<file path="config.mk">
export PLATFORM = sky130hd
export DESIGN_NAME = per_node_replay_filter
export DESIGN_NICKNAME = d
export VERILOG_FILES = /design/src/rtl/rpf_pkg.sv /design/src/rtl/per_node_replay_filter.sv /design/src/rtl/rpf_cmp.sv /design/src/rtl/rpf_table.sv
export VERILOG_INCLUDE_DIRS = /design/src /design/src/rtl
export SDC_FILE = /design/constraint.sdc
export NUM_CORES = 2
export LEC_CHECK = 0
export BUFFER_PORTS_ARGS = -buffer_cell sky130_fd_sc_hd__buf_4
export CAP_MARGIN = 15
export CORE_ASPECT_RATIO = 1.1
export CORE_MARGIN = 4
export CORE_UTILIZATION = 40
export DETAILED_ROUTE_END_ITERATION = 8
export SETUP_SLACK_MARGIN = 0.15
export SLEW_MARGIN = 10
export SYNTH_ARGS = -nofsm -noshare
export SYNTH_HDL_FRONTEND = slang
export SYNTH_SLANG_ARGS = --single-unit
</file>
<file path="constraint.sdc">
create_clock -name clk_i -period 10.2 [get_ports clk_i]
set_input_delay 1.02 -clock clk_i [delete_from_list [all_inputs] [get_ports clk_i]]
set_output_delay 1.02 -clock clk_i [all_outputs]
set_load 0.02 [all_outputs]
</file>
<file path="src/rtl/per_node_replay_filter_defines.svh">
// Assertion macros shared by the replay filter RTL.
`ifndef PER_NODE_REPLAY_FILTER_DEFINES_SVH
`define PER_NODE_REPLAY_FILTER_DEFINES_SVH

// Checks an implication on every clock edge outside reset.
`define RPF_ASSERT_IMPL(lbl, ante, cons, msg) \
  lbl: assert property (@(posedge clk_i) disable iff (!rst_ni) (ante) |-> (cons)) \
    else $error(msg);

// Checks a plain invariant on every clock edge outside reset.
`define RPF_ASSERT_ALWAYS(lbl, cond, msg) \
  lbl: assert property (@(posedge clk_i) disable iff (!rst_ni) (cond)) else $error(msg);

`endif

</file>
<file path="src/rtl/rpf_pkg.sv">
// Shared constants and types of the per-node replay filter.
package rpf_pkg;

  localparam int unsigned TABLE_ENTRIES = 16;
  localparam int unsigned IDX_W         = $clog2(TABLE_ENTRIES);
  localparam int unsigned CNT_W         = $clog2(TABLE_ENTRIES + 1);

  localparam int unsigned NODE_W = 32;
  localparam int unsigned TIME_W = 48;
  localparam int unsigned WIN_W  = 24;

  localparam logic [WIN_W-1:0] WINDOW_RESET = WIN_W'(60000);

  typedef enum logic [1:0] {
    V_NEW     = 2'd0,
    V_UPDATED = 2'd1,
    V_OUTSIDE = 2'd2,
    V_REPLAY  = 2'd3
  } verdict_e;

  typedef struct packed {
    logic [NODE_W-1:0] node;
    logic [TIME_W-1:0] last_time;
  } entry_t;

  // Write request into the node table.
  typedef struct packed {
    logic             we;
    logic [IDX_W-1:0] addr;
    entry_t           data;
  } tbl_wr_t;

endpackage

</file>
<file path="src/rtl/per_node_replay_filter.sv">
// Top level of the per-node replay filter: sequencer, registers and ports.
//
//  channel | direction | request moves
//  s_axis  | in        | sender id, message time, current time
//  m_axis  | out       | accepted flag and verdict
//  cfg     | in        | window_ms register write
//
// An item is checked against the upper, then the lower edge of the window; one
// outside it goes straight to the result, any other through the entry scan: one
// table read and one compare in the shared comparator per entry. A finished result
// waits in the output register; the sequencer holds its last step until that
// register is free. Reset empties the table at once and loads the window with 60000.
`include "per_node_replay_filter_defines.svh"

module per_node_replay_filter
  import rpf_pkg::*;
(
  input  logic         clk_i,
  input  logic         rst_ni,
  input  logic         s_axis_tvalid,
  output logic         s_axis_tready,
  input  logic [127:0] s_axis_tdata,  // sender_id[31:0], msg_time_ms[79:32], now_time_ms[127:80]
  output logic         m_axis_tvalid,
  input  logic         m_axis_tready,
  output logic [7:0]   m_axis_tdata,  // accepted[0], verdict[2:1], zero[7:3]
  input  logic         cfg_valid_i,
  output logic         cfg_ready_o,
  input  logic [23:0]  cfg_data_i
);

  typedef enum logic [6:0] {
    S_IDLE = 7'b0000001,
    S_HI   = 7'b0000010,
    S_LO   = 7'b0000100,
    S_RD   = 7'b0001000,
    S_CMP  = 7'b0010000,
    S_INS  = 7'b0100000,
    S_EMIT = 7'b1000000
  } state_e;

  state_e            state_q, state_d;
  logic [WIN_W-1:0]  win_q, win_d;
  logic [NODE_W-1:0] node_q, node_d;
  logic [TIME_W-1:0] msg_q, msg_d;
  logic [TIME_W-1:0] now_q, now_d;
  logic [CNT_W-1:0]  cnt_q, cnt_d;
  logic [IDX_W-1:0]  oldest_q, oldest_d;
  logic [CNT_W-1:0]  k_q, k_d;
  logic [IDX_W-1:0]  slot_q, slot_d;
  verdict_e          verd_q, verd_d;
  logic              out_valid_q, out_valid_d;
  verdict_e          out_verd_q, out_verd_d;

  logic [TIME_W-1:0] cmp_a, cmp_b;
  logic [WIN_W-1:0]  cmp_ofs;
  logic              cmp_gt;
  tbl_wr_t           tbl_wr;
  entry_t            tbl_rdata;
  logic [IDX_W:0]    slot_sum;
  logic [IDX_W-1:0]  scan_slot;
  logic [IDX_W-1:0]  ins_slot;
  logic              full;
  logic              out_free;

  rpf_cmp u_cmp (
    .a_i  (cmp_a),
    .b_i  (cmp_b),
    .ofs_i(cmp_ofs),
    .gt_o (cmp_gt)
  );

  rpf_table u_table (
    .clk_i  (clk_i),
    .wr_i   (tbl_wr),
    .raddr_i(slot_d),
    .rdata_o(tbl_rdata)
  );

  assign full     = (cnt_q == CNT_W'(TABLE_ENTRIES));
  assign out_free = !out_valid_q || m_axis_tready;

  // Slot of the k-th oldest entry, or of the first free entry when k equals the count and the table is not full.
  assign slot_sum  = {1'b0, oldest_q} + (IDX_W + 1)'(k_q);
  assign scan_slot = (slot_sum >= (IDX_W + 1)'(TABLE_ENTRIES)) ?
                     IDX_W'(slot_sum - (IDX_W + 1)'(TABLE_ENTRIES)) : slot_sum[IDX_W-1:0];
  assign ins_slot  = full ? oldest_q : scan_slot;

  // Operand selection for the shared comparator.
  always_comb begin
    cmp_a   = msg_q;
    cmp_b   = now_q;
    cmp_ofs = win_q;
    unique case (state_q)
      S_LO: begin
        // Below the window when now > msg + window; this also clamps the bound at zero.
        cmp_a = now_q;
        cmp_b = msg_q;
      end
      S_CMP: begin
        cmp_b   = tbl_rdata.last_time;
        cmp_ofs = '0;
      end
      default: ;
    endcase
  end

  always_comb begin
    state_d     = state_q;
    win_d       = win_q;
    node_d      = node_q;
    msg_d       = msg_q;
    now_d       = now_q;
    cnt_d       = cnt_q;
    oldest_d    = oldest_q;
    k_d         = k_q;
    slot_d      = slot_q;
    verd_d      = verd_q;
    out_valid_d = out_valid_q;
    out_verd_d  = out_verd_q;
    tbl_wr      = '0;

    if (cfg_valid_i) begin
      win_d = cfg_data_i;
    end
    if (m_axis_tready) begin
      out_valid_d = 1'b0;
    end

    unique case (state_q)
      S_IDLE: begin
        if (s_axis_tvalid) begin
          node_d  = s_axis_tdata[31:0];
          msg_d   = s_axis_tdata[79:32];
          now_d   = s_axis_tdata[127:80];
          state_d = S_HI;
        end
      end
      S_HI: begin
        if (cmp_gt) begin
          verd_d  = V_OUTSIDE;
          state_d = S_EMIT;
        end else begin
          state_d = S_LO;
        end
      end
      S_LO: begin
        if (cmp_gt) begin
          verd_d  = V_OUTSIDE;
          state_d = S_EMIT;
        end else begin
          k_d     = '0;
          state_d = S_RD;
        end
      end
      S_RD: begin
        if (k_q == cnt_q) begin
          state_d = S_INS;
        end else begin
          slot_d  = scan_slot;
          state_d = S_CMP;
        end
      end
      S_CMP: begin
        if (tbl_rdata.node == node_q) begin
          if (cmp_gt) begin
            tbl_wr.we             = 1'b1;
            tbl_wr.addr           = slot_q;
            tbl_wr.data.node      = node_q;
            tbl_wr.data.last_time = msg_q;
            verd_d                = V_UPDATED;
          end else begin
            verd_d = V_REPLAY;
          end
          state_d = S_EMIT;
        end else begin
          k_d     = k_q + CNT_W'(1);
          state_d = S_RD;
        end
      end
      S_INS: begin
        tbl_wr.we             = 1'b1;
        tbl_wr.addr           = ins_slot;
        tbl_wr.data.node      = node_q;
        tbl_wr.data.last_time = msg_q;
        if (full) begin
          oldest_d = (oldest_q == IDX_W'(TABLE_ENTRIES - 1)) ? '0 : oldest_q + IDX_W'(1);
        end else begin
          cnt_d = cnt_q + CNT_W'(1);
        end
        verd_d  = V_NEW;
        state_d = S_EMIT;
      end
      S_EMIT: begin
        if (out_free) begin
          out_valid_d = 1'b1;
          out_verd_d  = verd_q;
          state_d     = S_IDLE;
        end
      end
      default: state_d = S_IDLE;
    endcase
  end

  always_ff @(posedge clk_i or negedge rst_ni) begin
    if (!rst_ni) begin
      state_q     <= S_IDLE;
      win_q       <= WINDOW_RESET;
      cnt_q       <= '0;
      oldest_q    <= '0;
      k_q         <= '0;
      out_valid_q <= 1'b0;
    end else begin
      state_q     <= state_d;
      win_q       <= win_d;
      cnt_q       <= cnt_d;
      oldest_q    <= oldest_d;
      k_q         <= k_d;
      out_valid_q <= out_valid_d;
    end
  end

  always_ff @(posedge clk_i) begin
    node_q     <= node_d;
    msg_q      <= msg_d;
    now_q      <= now_d;
    slot_q     <= slot_d;
    verd_q     <= verd_d;
    out_verd_q <= out_verd_d;
  end

  assign s_axis_tready = (state_q == S_IDLE);
  assign cfg_ready_o   = 1'b1;
  assign m_axis_tvalid = out_valid_q;
  assign m_axis_tdata  = {5'b0, out_verd_q,
                          (out_verd_q == V_NEW) || (out_verd_q == V_UPDATED)};

  `RPF_ASSERT_ALWAYS(a_cnt_bound, cnt_q <= CNT_W'(TABLE_ENTRIES), "entry count above table size")
  `RPF_ASSERT_IMPL(a_oldest_full, oldest_q != '0, full, "oldest slot moved before table filled")
  `RPF_ASSERT_IMPL(a_scan_bound, state_q == S_CMP, k_q < cnt_q, "scan read beyond entries in use")
  `RPF_ASSERT_IMPL(a_out_hold, m_axis_tvalid && !m_axis_tready, ##1 $stable(m_axis_tdata),
                   "stalled result changed")

endmodule

</file>
<file path="src/rtl/rpf_cmp.sv">
// Shared magnitude comparator: tells whether a is greater than b plus an offset.
module rpf_cmp
  import rpf_pkg::*;
(
  input  logic [TIME_W-1:0] a_i,
  input  logic [TIME_W-1:0] b_i,
  input  logic [WIN_W-1:0]  ofs_i,
  output logic              gt_o
);

  logic [TIME_W:0] sum;

  // One extra bit keeps b plus the window from wrapping.
  assign sum  = {1'b0, b_i} + {{(TIME_W + 1 - WIN_W){1'b0}}, ofs_i};
  assign gt_o = {1'b0, a_i} > sum;

endmodule

</file>
<file path="src/rtl/rpf_table.sv">
// Node table memory: one write port and one registered read port.
module rpf_table
  import rpf_pkg::*;
(
  input  logic             clk_i,
  input  tbl_wr_t          wr_i,
  input  logic [IDX_W-1:0] raddr_i,
  output entry_t           rdata_o
);

  entry_t mem [TABLE_ENTRIES];
  entry_t rdata_q;

  always_ff @(posedge clk_i) begin
    if (wr_i.we) begin
      mem[wr_i.addr] <= wr_i.data;
    end
    rdata_q <= mem[raddr_i];
  end

  assign rdata_o = rdata_q;

endmodule
</file>
==> impl_metrics.json <==
{
  "antenna_found_initial": 3,
  "maxCapViolCount": 0,
  "cts.hold.buffers_added": 0,
  "viasPerCell": 5.50,
  "postLayoutCoreUtil_pct": 46.1,
  "crit_type": "register to register",
  "cts_root_buf": "clkbuf_16",
  "drtAntennaViolNets": 0,
  "cp-start-kind": "register",
  "track_usage_pct": 19.0,
  "hold_viol": 0,
  "status": "finished clean",
  "relSlewSlack_pct": 11.2,
  "cp-end-kind": "register",
  "cp_data_arrival_time_ps": 10000,
  "wire_per_inst_um": 25.9,
  "vias": 32600,
  "drtPass1Iterations": 5,
  "period_needed_ps": 9540,
  "h-tree-depth": 4,
  "drt_iter0_markers": 2830,
  "tightestPinTransition_ps": 1320,
  "period_share_pct": 93.5,
  "finish.instance_area_mm2": 0.0710,
  "leakagePower_nw": 21.6,
  "setup.worst_path.start": "state_q[0]",
  "skew_ps": 33.4,
  "coreArea_mm2": 0.154,
  "num_rows": 151,
  "crit_fanout": 26,
  "nFillCells": 13000,
  "cts_buffer_depth": 3,
  "holdCritPathClass": "input pin to asynchronous set/reset pin",
  "crit_family": "simple AND/OR/NAND/NOR gates",
  "yosysMostFrequentCell": "edfxtp_1",
  "start_util_pct": 40.2,
  "fmax_mhz": 105,
  "cts.sinks": 1542,
  "die_w_um": 383,
  "slowest_stage": "nor2_4",
  "ys_async_sr_fraction_pct": 2.98,
  "stdcell_count": 5918,
  "synth_common_cells": "edfxtp_1 (1412), nand2_1 (542), mux4_2 (320), and2_1 (110), clkbuf_1 (104)",
  "finalSetupTns_ps": 0,
  "crit_required_ps": 10670,
  "boundaryPins": 168,
  "clkTransAtPathRegs_ps": 60,
  "fin_nets": 3959,
  "critical-path-max-stage-delay_ps": 960,
  "cts_buffers": 160,
  "synth_edf_count": 1412,
  "dp_hpwl_mm": 90.5,
  "placed_area_mm2": 0.0658,
  "fin_total_pwr_w": 0.0144,
  "die-area_mm2": 0.161,
  "drcViolationCount": 0,
  "dieHeight_um": 421,
  "grt_max_degree": 140,
  "synth_area_leaders": "edfxtp_1 (68%), mux4_2 (12%), nand2_1 (3.3%), dfxtp_1 (2.7%), ha_1 (1.6%)",
  "syn_inst": 3504,
  "grt-ovfl-total": 0,
  "ys_warn_count": 0,
  "yosysTopAreaCell": "edfxtp_1",
  "peakVddDrop_v": 0.000169,
  "synth-main-ff-cell": "edfxtp_1",
  "cts_tree": "built",
  "port-buffer-count": 161,
  "grt_pass1_wl_mm": 226,
  "layout-drive-gt1-share_pct": 22.0,
  "yosysSeqAreaShare_pct": 73.1,
  "netlist_area_mm2": 0.0619,
  "synth_top_area_share_pct": 68.5,
  "syn_area_per_cell_um2": 17.7,
  "worst-path-buf-inv": 2,
  "setup_viol": 0,
  "wl_mm": 154,
  "dp_cells": 5623,
  "insertion_delay_ps": 810,
  "synth-seq-cells": 1542,
  "slew_violations": 0,
  "power.density_mw_per_mm2": 203,
  "gp_congestion": 0.883,
  "rsz0062_at_grt": "yes",
  "grt_pass1_vias": 32800,
  "ys_types": 75,
  "area_delta_synth_final_pct": 14.7,
  "r2r-start": "state_q[0]"
}
[flip-flops by register name, summed over array words and instances, names as in the netlist]
signal,cells
state_q,7
out_verd_q,2
k_q,5
m_axis_tvalid,1
win_q,24
msg_q,48
slot_q,4
u_table.mem,1280
verd_q,2
cnt_q,5
u_table.rdata_o,80
now_q,48
node_q,32
oldest_q,4
[where the power goes]
group          internal, W  switching (W)  total [W]  leakage [nW]
registers          0.00706       0.000251    0.00731          11.7
clock network      0.00325        0.00246    0.00571          2.50
logic             0.000553       0.000868    0.00142          7.32
total               0.0109        0.00358     0.0144          21.6
[placed cells by master (no fill, tap or decap), drive strengths merged, types with 64 or more instances in the layout]
cell type and count:
a31oi 84, xor2 66, clkbuf 206, a21oi 64
mux4 320, edfxtp 1412, ha 79, buf 224
nand2 542, dfxtp 84, and3 89, and2 111
[path summary, 6_finish.rpt]
check	to	slack, ps	cells after the start
worst min register to register	out_verd_q[1]	430	0
max in group asynchronous	state_q[1]	9530	1
worst max-delay path	u_table.mem[9][12]	660	29
worst max register to register	u_table.mem[9][12]	660	29
worst min-delay path	win_q[3]	250	1
min in group clk_i	now_q[20]	390	1
[repair_timing]
action / CTS / global route
endpoints found under the setup margin: 0 / 133
buffers inserted: 0 / 0
resized for setup: 0 / 1
[area by class of cell]
type,instances,area (um2),area share [%]
Antenna cell,2,5.00,0.00705
Clock buffer,206,4320,6.08
Clock inverter,86,853,1.20
Inverter,20,82.6,0.116
Multi-Input combinational cell,1773,16000,22.6
Sequential cell,1542,45200,63.7
Tap cell,2065,2580,3.64
Timing Repair Buffer,224,1920,2.71
[logic make-up (layout without fill, tap and decap cells)]
family / count (synthesis) / after routing / share of synthesized area (%)
xor+xnor: 94 / 94 / 1.33
mux: 355 / 355 / 12.3
flops: 1542 / 1542 / 73.1
fa+ha+maj: 81 / 81 / 1.66
compound gates: 296 / 296 / 3.14
buf+inv: 194 / 536 / 1.40
other cells: 2 / 8 / 0.0121
simple gates: 940 / 941 / 7.14
[per-layer routing]
metal / track usage (%) / wire length [um]
met5: 0 / 0
met1: 26.9 / 66800
met4: 5.99 / 4150
met2: 30.2 / 73000
met3: 3.22 / 9590
[per-stage QoR]
stage / setup slack (ps) / hold WS (ps)
final: 664 / 249
after global routing: 31.1 / 264
after CTS: 329 / 204
after detailed placement: 381 / 414
after global placement: 530 / 404
after floorplan: -954 / 400
(Power assumes the default switching activity.)
